### config.mk
export PLATFORM = sky130hd
export DESIGN_NAME = sha256_hash_top_flat
export DESIGN_NICKNAME = d
export VERILOG_FILES = /design/src/rtl/sha_pkg.sv /design/src/rtl/sha_in_if.sv /design/src/rtl/sha_out_if.sv /design/src/rtl/sha_front.sv /design/src/rtl/sha_back.sv /design/src/rtl/sha256_hash_top.sv /design/src/flat_wrapper.sv
export SDC_FILE = /design/constraint.sdc
export NUM_CORES = 2
export LEC_CHECK = 0
export BUFFER_PORTS_ARGS = -buffer_cell sky130_fd_sc_hd__buf_4
export CAP_MARGIN = 20
export CELL_PAD_IN_SITES_DETAIL_PLACEMENT = 0
export CELL_PAD_IN_SITES_GLOBAL_PLACEMENT = 1
export CORE_MARGIN = 2
export CORE_UTILIZATION = 52
export DETAILED_ROUTE_END_ITERATION = 8
export PLACE_DENSITY = 0.89
export SETUP_SLACK_MARGIN = 0.15
export SLEW_MARGIN = 10
export SYNTH_ARGS = -nofsm -noshare
export SYNTH_HDL_FRONTEND = slang
export SYNTH_SLANG_ARGS = --single-unit
### constraint.sdc
create_clock -name clk -period 11.7 [get_ports clk]
set_input_delay 2.34 -clock clk [delete_from_list [all_inputs] [get_ports clk]]
set_output_delay 2.34 -clock clk [all_outputs]
set_load 0.02 [all_outputs]
### src/rtl/sha_pkg.sv
`timescale 1ns / 1ps
// ----------------------------------------------------------------------------
// sha_pkg
// shared types, constants and round functions for the sha-256 block
// ----------------------------------------------------------------------------
package sha_pkg;

    localparam int ROUNDS      = 64;
    localparam int QUEUE_DEPTH = 4;

    typedef logic [31:0] word_t;

    // item handed from the front to the back
    typedef struct packed {
        logic [7:0] data_byte;
        logic       byte_present;
        logic       end_of_message;
    } cmd_t;

    typedef enum logic [2:0] {
        ST_IDLE,
        ST_ROUND,
        ST_ADD,
        ST_PAD,
        ST_EMIT
    } back_state_t;

    localparam word_t START_HASH [8] = '{
        32'h6a09e667, 32'hbb67ae85, 32'h3c6ef372, 32'ha54ff53a,
        32'h510e527f, 32'h9b05688c, 32'h1f83d9ab, 32'h5be0cd19};

    localparam word_t ROUND_K [64] = '{
        32'h428a2f98,32'h71374491,32'hb5c0fbcf,32'he9b5dba5,32'h3956c25b,32'h59f111f1,
        32'h923f82a4,32'hab1c5ed5,32'hd807aa98,32'h12835b01,32'h243185be,32'h550c7dc3,
        32'h72be5d74,32'h80deb1fe,32'h9bdc06a7,32'hc19bf174,32'he49b69c1,32'hefbe4786,
        32'h0fc19dc6,32'h240ca1cc,32'h2de92c6f,32'h4a7484aa,32'h5cb0a9dc,32'h76f988da,
        32'h983e5152,32'ha831c66d,32'hb00327c8,32'hbf597fc7,32'hc6e00bf3,32'hd5a79147,
        32'h06ca6351,32'h14292967,32'h27b70a85,32'h2e1b2138,32'h4d2c6dfc,32'h53380d13,
        32'h650a7354,32'h766a0abb,32'h81c2c92e,32'h92722c85,32'ha2bfe8a1,32'ha81a664b,
        32'hc24b8b70,32'hc76c51a3,32'hd192e819,32'hd6990624,32'hf40e3585,32'h106aa070,
        32'h19a4c116,32'h1e376c08,32'h2748774c,32'h34b0bcb5,32'h391c0cb3,32'h4ed8aa4a,
        32'h5b9cca4f,32'h682e6ff3,32'h748f82ee,32'h78a5636f,32'h84c87814,32'h8cc70208,
        32'h90befffa,32'ha4506ceb,32'hbef9a3f7,32'hc67178f2};

    localparam logic [7:0] PAD_BYTE = 8'h80;
    localparam logic [5:0] LEN_OFFSET = 6'd56;

    function automatic word_t ror32(input word_t x, input int r);
        ror32 = (x >> r) | (x << (32 - r));
    endfunction

    function automatic word_t small_sig0(input word_t x);
        small_sig0 = ror32(x, 7) ^ ror32(x, 18) ^ (x >> 3);
    endfunction

    function automatic word_t small_sig1(input word_t x);
        small_sig1 = ror32(x, 17) ^ ror32(x, 19) ^ (x >> 10);
    endfunction

    function automatic word_t big_sig0(input word_t x);
        big_sig0 = ror32(x, 2) ^ ror32(x, 13) ^ ror32(x, 22);
    endfunction

    function automatic word_t big_sig1(input word_t x);
        big_sig1 = ror32(x, 6) ^ ror32(x, 11) ^ ror32(x, 25);
    endfunction

endpackage

### src/rtl/sha_in_if.sv
`timescale 1ns / 1ps
// ----------------------------------------------------------------------------
// sha_in_if
// input channel: one message byte with its flags
// ----------------------------------------------------------------------------
interface sha_in_if;
    logic       valid;
    logic       ready;
    logic [7:0] data_byte;
    logic       byte_present;
    logic       end_of_message;

    modport source (output valid, data_byte, byte_present, end_of_message, input ready);
    modport sink   (input valid, data_byte, byte_present, end_of_message, output ready);
endinterface

### src/rtl/sha_out_if.sv
`timescale 1ns / 1ps
// ----------------------------------------------------------------------------
// sha_out_if
// output channel: one digest word
// ----------------------------------------------------------------------------
interface sha_out_if;
    logic        valid;
    logic        ready;
    logic [31:0] digest_word;
    logic [2:0]  word_number;
    logic        last_word;

    modport source (output valid, digest_word, word_number, last_word, input ready);
    modport sink   (input valid, digest_word, word_number, last_word, output ready);
endinterface

### src/rtl/sha_front.sv
`timescale 1ns / 1ps
// ----------------------------------------------------------------------------
// sha_front
// accepts input transfers, drops empty items, queues the rest for the core
// ----------------------------------------------------------------------------
module sha_front
    import sha_pkg::*;
#(
    parameter int DEPTH = QUEUE_DEPTH
)
(
    input  logic       clk,
    input  logic       rst_n,
    sha_in_if.sink     in_ch,
    output logic       cmd_valid,
    input  logic       cmd_ready,
    output cmd_t       cmd
);
    localparam int AW = (DEPTH > 1) ? $clog2(DEPTH) : 1;

    cmd_t            mem [DEPTH];
    logic [AW-1:0]   wr_ptr_reg, wr_ptr_next;
    logic [AW-1:0]   rd_ptr_reg, rd_ptr_next;
    logic [AW:0]     count_reg, count_next;
    logic            push, pop;

    assign in_ch.ready = (count_reg != (AW+1)'(DEPTH));
    assign push = in_ch.valid && in_ch.ready && (in_ch.byte_present || in_ch.end_of_message);
    assign pop  = cmd_valid && cmd_ready;
    assign cmd_valid = (count_reg != '0);
    assign cmd = mem[rd_ptr_reg];

    always_comb
    begin
        wr_ptr_next = wr_ptr_reg;
        rd_ptr_next = rd_ptr_reg;
        count_next  = count_reg;
        if (push)
        begin
            wr_ptr_next = (wr_ptr_reg == AW'(DEPTH - 1)) ? '0 : wr_ptr_reg + 1'b1;
        end
        if (pop)
        begin
            rd_ptr_next = (rd_ptr_reg == AW'(DEPTH - 1)) ? '0 : rd_ptr_reg + 1'b1;
        end
        if (push && !pop)
        begin
            count_next = count_reg + 1'b1;
        end
        else if (pop && !push)
        begin
            count_next = count_reg - 1'b1;
        end
    end

    always_ff @(posedge clk or negedge rst_n)
    begin
        if (!rst_n)
        begin
            wr_ptr_reg <= '0;
            rd_ptr_reg <= '0;
            count_reg  <= '0;
        end
        else
        begin
            wr_ptr_reg <= wr_ptr_next;
            rd_ptr_reg <= rd_ptr_next;
            count_reg  <= count_next;
        end
    end

    always_ff @(posedge clk)
    begin
        if (push)
        begin
            mem[wr_ptr_reg] <= '{in_ch.data_byte, in_ch.byte_present, in_ch.end_of_message};
        end
    end

`ifndef NO_ASSERTIONS
    a_count_range: assert property (@(posedge clk) disable iff (!rst_n)
        count_reg <= (AW+1)'(DEPTH)) else $error("queue count overflow");
    a_no_pop_empty: assert property (@(posedge clk) disable iff (!rst_n)
        (count_reg == '0) |-> !pop) else $error("pop from empty queue");
    a_count_track: assert property (@(posedge clk) disable iff (!rst_n)
        (push && !pop) |=> (count_reg == $past(count_reg) + 1'b1))
        else $error("count did not follow push");
`endif
endmodule

### src/rtl/sha_back.sv
`timescale 1ns / 1ps
// ----------------------------------------------------------------------------
// sha_back
// block words, padding, one round per cycle compression and digest output
// ----------------------------------------------------------------------------
module sha_back
    import sha_pkg::*;
(
    input  logic       clk,
    input  logic       rst_n,
    input  logic       cmd_valid,
    output logic       cmd_ready,
    input  cmd_t       cmd,
    sha_out_if.source  out_ch
);
    back_state_t  state_reg, state_next;
    word_t        hash_reg [8];
    word_t        v_reg [8];
    word_t        w_reg [16];
    logic [5:0]   fill_reg;
    logic [63:0]  msg_bytes_reg;
    logic [5:0]   round_reg;
    logic [2:0]   word_reg;
    logic         padding_reg;
    logic         pad_first_reg;
    logic         pad_wrap_reg;
    // length bytes written means the padded message is complete
    logic         len_done_reg;

    logic         take;
    logic         put;
    logic [7:0]   put_byte;
    logic [4:0]   lane_lsb;
    logic         start_comp;
    logic [63:0]  bit_len;
    logic [7:0]   pad_byte;
    word_t        tmp1, tmp2, w_new, w_cur;

    assign bit_len = {msg_bytes_reg[60:0], 3'b000};
    assign lane_lsb = {~fill_reg[1:0], 3'b000};

    always_comb
    begin
        if (pad_first_reg)
        begin
            pad_byte = PAD_BYTE;
        end
        else if (fill_reg >= LEN_OFFSET && !pad_wrap_reg)
        begin
            pad_byte = bit_len[8'(63 - 8 * 32'(fill_reg[2:0])) -: 8];
        end
        else
        begin
            pad_byte = '0;
        end
    end

    assign cmd_ready = (state_reg == ST_IDLE);
    assign take = cmd_valid && cmd_ready;

    always_comb
    begin
        put = 1'b0;
        put_byte = cmd.data_byte;
        if (state_reg == ST_IDLE && take && cmd.byte_present)
        begin
            put = 1'b1;
        end
        else if (state_reg == ST_PAD)
        begin
            put = 1'b1;
            put_byte = pad_byte;
        end
    end

    assign start_comp = put && (fill_reg == 6'd63);

    assign w_cur = w_reg[0];
    assign w_new = w_reg[0] + small_sig0(w_reg[1]) + w_reg[9] + small_sig1(w_reg[14]);
    assign tmp1  = v_reg[7] + big_sig1(v_reg[4])
                 + ((v_reg[4] & v_reg[5]) ^ (~v_reg[4] & v_reg[6]))
                 + ROUND_K[round_reg] + w_cur;
    assign tmp2  = big_sig0(v_reg[0])
                 + ((v_reg[0] & v_reg[1]) ^ (v_reg[0] & v_reg[2]) ^ (v_reg[1] & v_reg[2]));

    always_comb
    begin
        state_next = state_reg;
        unique case (state_reg)
            ST_IDLE:
            begin
                if (take)
                begin
                    if (start_comp)
                    begin
                        state_next = ST_ROUND;
                    end
                    else if (cmd.end_of_message)
                    begin
                        state_next = ST_PAD;
                    end
                end
            end
            ST_PAD:
            begin
                if (start_comp)
                begin
                    state_next = ST_ROUND;
                end
            end
            ST_ROUND:
            begin
                if (round_reg == 6'(ROUNDS - 1))
                begin
                    state_next = ST_ADD;
                end
            end
            ST_ADD:
            begin
                if (!padding_reg)
                begin
                    state_next = ST_IDLE;
                end
                else if (fill_reg == '0 && !pad_first_reg && len_done_reg)
                begin
                    state_next = ST_EMIT;
                end
                else
                begin
                    state_next = ST_PAD;
                end
            end
            ST_EMIT:
            begin
                if (out_ch.ready && word_reg == 3'd7)
                begin
                    state_next = ST_IDLE;
                end
            end
            default:
            begin
                state_next = ST_IDLE;
            end
        endcase
    end

    assign out_ch.valid       = (state_reg == ST_EMIT);
    assign out_ch.digest_word = hash_reg[word_reg];
    assign out_ch.word_number = word_reg;
    assign out_ch.last_word   = (word_reg == 3'd7);

    always_ff @(posedge clk or negedge rst_n)
    begin
        if (!rst_n)
        begin
            state_reg     <= ST_IDLE;
            fill_reg      <= '0;
            msg_bytes_reg <= '0;
            round_reg     <= '0;
            word_reg      <= '0;
            padding_reg   <= 1'b0;
            pad_first_reg <= 1'b0;
            pad_wrap_reg  <= 1'b0;
            len_done_reg  <= 1'b0;
            for (int i = 0; i < 8; i++)
            begin
                hash_reg[i] <= START_HASH[i];
            end
        end
        else
        begin
            state_reg <= state_next;
            if (put)
            begin
                fill_reg <= fill_reg + 1'b1;
            end
            if (take && cmd.byte_present)
            begin
                msg_bytes_reg <= msg_bytes_reg + 1'b1;
            end
            if (take && cmd.end_of_message)
            begin
                padding_reg   <= 1'b1;
                pad_first_reg <= 1'b1;
                len_done_reg  <= 1'b0;
            end
            if (state_reg == ST_PAD)
            begin
                pad_first_reg <= 1'b0;
                // pad byte past the length offset: length goes in the next block
                if (start_comp)
                begin
                    pad_wrap_reg <= 1'b0;
                end
                else if (pad_first_reg && fill_reg >= LEN_OFFSET)
                begin
                    pad_wrap_reg <= 1'b1;
                end
                if (fill_reg == 6'd63 && !pad_first_reg && !pad_wrap_reg)
                begin
                    len_done_reg <= 1'b1;
                end
            end
            if (state_reg == ST_ROUND)
            begin
                round_reg <= round_reg + 1'b1;
            end
            if (state_reg == ST_ADD)
            begin
                for (int i = 0; i < 8; i++)
                begin
                    hash_reg[i] <= hash_reg[i] + v_reg[i];
                end
            end
            if (state_reg == ST_EMIT && out_ch.ready)
            begin
                word_reg <= word_reg + 1'b1;
                if (word_reg == 3'd7)
                begin
                    padding_reg   <= 1'b0;
                    len_done_reg  <= 1'b0;
                    msg_bytes_reg <= '0;
                    for (int i = 0; i < 8; i++)
                    begin
                        hash_reg[i] <= START_HASH[i];
                    end
                end
            end
        end
    end

    // bytes land in the schedule window, which is idle while bytes arrive
    always_ff @(posedge clk)
    begin
        if (put)
        begin
            w_reg[fill_reg[5:2]][lane_lsb +: 8] <= put_byte;
            if (start_comp)
            begin
                for (int i = 0; i < 8; i++)
                begin
                    v_reg[i] <= hash_reg[i];
                end
            end
        end
        else if (state_reg == ST_ROUND)
        begin
            for (int t = 0; t < 15; t++)
            begin
                w_reg[t] <= w_reg[t+1];
            end
            w_reg[15] <= w_new;
            v_reg[7] <= v_reg[6];
            v_reg[6] <= v_reg[5];
            v_reg[5] <= v_reg[4];
            v_reg[4] <= v_reg[3] + tmp1;
            v_reg[3] <= v_reg[2];
            v_reg[2] <= v_reg[1];
            v_reg[1] <= v_reg[0];
            v_reg[0] <= tmp1 + tmp2;
        end
    end

`ifndef NO_ASSERTIONS
    a_round_start: assert property (@(posedge clk) disable iff (!rst_n)
        (state_reg != ST_ROUND && state_next == ST_ROUND) |-> (round_reg == '0))
        else $error("round counter not at zero on start");
    a_emit_fill: assert property (@(posedge clk) disable iff (!rst_n)
        (state_reg == ST_EMIT) |-> (fill_reg == '0 && padding_reg))
        else $error("digest out with partial block");
    a_word_last: assert property (@(posedge clk) disable iff (!rst_n)
        (state_reg == ST_EMIT && out_ch.ready && word_reg == 3'd7) |=> (state_reg == ST_IDLE))
        else $error("emit did not end after last word");
`endif
endmodule

### src/rtl/sha256_hash_top.sv
`timescale 1ns / 1ps
// a byte that fills a block starts a compression (the rounds, then the add) before
// the next item is taken; end of message adds padding at one byte per cycle,
// one or two compressions and eight output transfers
// throughput: one byte per cycle while the block buffer fills
// reset: rst_n async low, loads the initial hash values and empties the queue
// ----------------------------------------------------------------------------
// sha256_hash_top
// sha-256 digest of a byte stream, front queue and compression back end
// ----------------------------------------------------------------------------
module sha256_hash_top
    import sha_pkg::*;
#(
    parameter int QDEPTH = QUEUE_DEPTH
)
(
    input  logic      clk,
    input  logic      rst_n,
    sha_in_if.sink    in_ch,
    sha_out_if.source out_ch
);
    logic cmd_valid;
    logic cmd_ready;
    cmd_t cmd;

    sha_front #(.DEPTH(QDEPTH)) u_front
    (
        .clk       (clk),
        .rst_n     (rst_n),
        .in_ch     (in_ch),
        .cmd_valid (cmd_valid),
        .cmd_ready (cmd_ready),
        .cmd       (cmd)
    );

    sha_back u_back
    (
        .clk       (clk),
        .rst_n     (rst_n),
        .cmd_valid (cmd_valid),
        .cmd_ready (cmd_ready),
        .cmd       (cmd),
        .out_ch    (out_ch)
    );
endmodule
### src/flat_wrapper.sv
// flat-port wrapper written by rule: the top's interface ports become plain ports
module sha256_hash_top_flat import sha_pkg::*;
#(
    parameter int QDEPTH = QUEUE_DEPTH
)
  (clk, rst_n, in_ch_valid, in_ch_data_byte, in_ch_byte_present, in_ch_end_of_message, in_ch_ready, out_ch_valid, out_ch_digest_word, out_ch_word_number, out_ch_last_word, out_ch_ready);
  sha_in_if in_ch_i ();
  sha_out_if out_ch_i ();
  input  logic clk;
  input  logic rst_n;
  input wire logic [$bits(in_ch_i.valid)-1:0] in_ch_valid;
  input wire logic [$bits(in_ch_i.data_byte)-1:0] in_ch_data_byte;
  input wire logic [$bits(in_ch_i.byte_present)-1:0] in_ch_byte_present;
  input wire logic [$bits(in_ch_i.end_of_message)-1:0] in_ch_end_of_message;
  output wire logic [$bits(in_ch_i.ready)-1:0] in_ch_ready;
  output wire logic [$bits(out_ch_i.valid)-1:0] out_ch_valid;
  output wire logic [$bits(out_ch_i.digest_word)-1:0] out_ch_digest_word;
  output wire logic [$bits(out_ch_i.word_number)-1:0] out_ch_word_number;
  output wire logic [$bits(out_ch_i.last_word)-1:0] out_ch_last_word;
  input wire logic [$bits(out_ch_i.ready)-1:0] out_ch_ready;
  assign in_ch_i.valid = in_ch_valid;
  assign in_ch_i.data_byte = in_ch_data_byte;
  assign in_ch_i.byte_present = in_ch_byte_present;
  assign in_ch_i.end_of_message = in_ch_end_of_message;
  assign in_ch_ready = in_ch_i.ready;
  assign out_ch_valid = out_ch_i.valid;
  assign out_ch_digest_word = out_ch_i.digest_word;
  assign out_ch_word_number = out_ch_i.word_number;
  assign out_ch_last_word = out_ch_i.last_word;
  assign out_ch_i.ready = out_ch_ready;
  sha256_hash_top #(.QDEPTH(QDEPTH)) u_core (.clk(clk), .rst_n(rst_n), .in_ch(in_ch_i), .out_ch(out_ch_i));
endmodule
==> results_dict.tcl <==
set metrics [dict create \
    async_flop_share_pct 30.0 \
    r2r.worst_path.cells 42 \
    yosys_register_bits 1154 \
    finalHoldViolations 0 \
    io_buffer_count 51 \
    startpoint "u_core.u_back.round_reg[2]$_DFFE_PN0P_" \
    viasPerCell 6.21 \
    status "complete, no violations" \
    gr-usage-all-layers_pct 32.1 \
    cp_max_fo 38 \
    cts_buffers 133 \
    fp.dieW_um 387 \
    worstReg2RegStart "u_core.u_back.round_reg[2]$_DFFE_PN0P_" \
    drv_cap 0 \
    timing.final.crit_share_pct 90.5 \
    crit_top_cell "a21oi_1" \
    r2r-end "u_core.u_back.v_reg[0][30]$_DFFE_PP_" \
    syn_area_um2 76100 \
    fin_nets 8037 \
    synthCells 7482 \
    rsz0062_at_grt "no" \
    critPathKind "register to register" \
    grt_pass1_vias 56310 \
    yosys-top-cells-area "edfxtp_1 32%, a21o_1 7.0%, dfrtp_1 6.9%" \
    fmax_mhz 94.4 \
    synthToLayoutAreaGrowth_pct 9.14 \
    largest_reg_flops 512 \
    seq_area_frac_synth_pct 43.5 \
    r2r_slack_ns 1.11 \
    antenna_found_initial 7 \
    drive_gt1_share_pct 9.95 \
    die_h_um 387 \
    die_area_um2 150000 \
    detail_route.wl_per_cell_um 25.8 \
    critPathArrivalTime_ns 11.06 \
    cp-end-kind "register" \
    cts_tree "built" \
    yosysMostFrequentCell "nand2_1" \
    first_pass_iters 7 \
    globalplace.congestion 0.973 \
    ys_types 86 \
    pin_count 52 \
    cts_setup_buffers 0 \
    slew_violations 0 \
    tightest_slew_ns 1.28 \
    hpwl_mm 181 \
    first_iter_violations 6111 \
    grt-ovfl-total 0 \
    grt_pass1_wl_mm 364 \
    syn_area_per_cell_um2 10.2 \
    skew_ns 0.0370 \
    drc 0 \
    synth_common_cells "1154 x nand2_1, 808 x edfxtp_1, 712 x a21o_1" \
    cts_buffer_depth 3 \
    cts_root_buf "clkbuf_16" \
    finalWirelength_mm 244 \
    relSlewSlack_pct 14.1 \
    fill_cells 12326 \
    crit_end "u_core.u_back.v_reg[0][30]$_DFFE_PP_" \
    initial_core_util_pct 52.3 \
    clock_sinks 1154 \
    start_kind "register" \
    hold_buffers 0 \
    clk_pin_slew_ns 0.06 \
    vias 58664 \
    synth_top_area_share_pct 31.9 \
    cts-resized-gates 0 \
    core.rowCount 140 \
    setup_tns_ns 0 \
    yosysWarnings 0 \
    ys.flop_type "edfxtp_1" \
    setup_viol 0 \
    slowest_delay_ns 0.82 \
    synth_nets 8095 \
    fp.coreArea_um2 146000 \
    clock_latency_ns 0.79 \
    htree_levels 4 \
    postRouteAntennaNets 0 \
    required_ns 12.17 \
    hold_class "register to register" \
    grt_max_degree 226 \
    synth_edf_count 808 \
    finalCriticalPeriod_ns 10.59 \
    cpMaxStageDelayCell "dfrtp_2" \
    synth_area_leader_cell "edfxtp_1" \
]
-- cells by family (layout without fill, tap and decap cells) --
logic type	Yosys count	count (layout)	share of synthesized area, %
other	0	3	0
and+or+nand+nor	2009	2009	11.3
DFF	1154	1154	43.5
muxes	180	180	4.02
xor gates and xnor gates	638	638	7.34
adders and majority gates	602	602	11.8
buffers and inverters	748	795	3.69
AOI/OAI and AO/OA	2151	2151	18.4
-- per-stage QoR --
| step | util, % | setup WS [ns] | instances | hold slack (ns) | cell area [µm²] |
|---|---|---|---|---|---|
| 2_1_floorplan | - | 2.94 | 7482 | 0.469 | 76100 |
| 3_3_place_gp | 53.9 | 1.41 | 9168 | 0.491 | 78500 |
| 3_5_place_dp | 54.0 | 1.43 | 9178 | 0.498 | 78600 |
| 4_1_cts | 57.0 | 1.34 | 9418 | 0.492 | 82900 |
| 5_1_grt | 57.1 | 0.538 | 9447 | 0.522 | 83100 |
| 6_report | 57.1 | 1.11 | 9449 | 0.494 | 83100 |
-- area by class of cell --
type	instances	area [µm²]	area share [%]
Clock buffer	180	3670	4.41
Inverter	334	1250	1.51
Antenna cell	3	7.51	0.00903
Timing Repair Buffer	221	1670	2.01
Clock inverter	60	703	0.846
Multi-Input combinational cell	5580	40300	48.5
Sequential cell	1154	33100	39.8
Tap cell	1917	2400	2.89
-- worst min path at each step --
stage                                                     start                                    end  slack, ns  cells after the start
after floorplan           u_core.u_back.hash_reg[255]$_DFF_PN0_  u_core.u_back.hash_reg[255]$_DFF_PN0_       0.47                      1
after global placement    u_core.u_back.hash_reg[192]$_DFF_PN1_  u_core.u_back.hash_reg[192]$_DFF_PN1_       0.49                      2
after detailed placement  u_core.u_back.hash_reg[192]$_DFF_PN1_  u_core.u_back.hash_reg[192]$_DFF_PN1_       0.50                      2
after CTS                 u_core.u_back.w_reg[11][22]$_DFFE_PP_  u_core.u_back.w_reg[10][22]$_DFFE_PP_       0.49                      1
after global routing        u_core.u_back.w_reg[2][9]$_DFFE_PP_    u_core.u_back.w_reg[1][9]$_DFFE_PP_       0.52                      1
final                     u_core.u_back.w_reg[11][22]$_DFFE_PP_  u_core.u_back.w_reg[10][22]$_DFFE_PP_       0.49                      1
-- layer usage --
metal | routed length, µm | share of wire [%] | global-route usage [%] | up-vias
met5 | 49 | 0.020 | 0 | -
met4 | 11800 | 4.9 | 14.0 | 8
met3 | 17700 | 7.3 | 4.61 | 504
met2 | 115000 | 47 | 52.3 | 2499
met1 | 99200 | 41 | 42.8 | 29088
li1 | - | - | - | 26565
-- cells in the final DEF, fill, tap and decap left out, types with 15 or more instances in the layout --
cell and count:
edfxtp_1 808, a31oi_1 42, and2_1 22, inv_1 332
or3_1 29, a211oi_1 36, clkinv_2 20, ha_1 403
nand2_1 1152, buf_2 27, o31ai_1 26, nor2b_1 48
o21a_1 45, o211ai_1 99, nand4_1 35, fa_1 196
xnor2_1 414, and3_1 49, clkinv_1 15, o21ai_0 391
nor3_1 80, nand2b_1 68, o21bai_1 51, mux2i_1 27
mux2_2 58, a21o_1 712, a21oi_1 506, nand3_1 130
dfrtp_1 204, dfstp_2 136, o22ai_1 30, clkbuf_1 33
xor2_1 224, nor2_1 340, buf_4 178, clkbuf_16 135
mux4_2 95, o21ai_1 46
-- worst max-delay path: cells and delay by family, from the launching register on --
family,cells,cell delay [ns]
fa+ha+maj,6,2.73
xor+xnor,2,0.49
flops,1,0.82
simple gates,3,0.42
buf+inv,7,0.92
compound gates,24,4.89
Power is not shown: default switching activity piles up to over one toggle a cycle in this logic, so the estimate is an artifact.
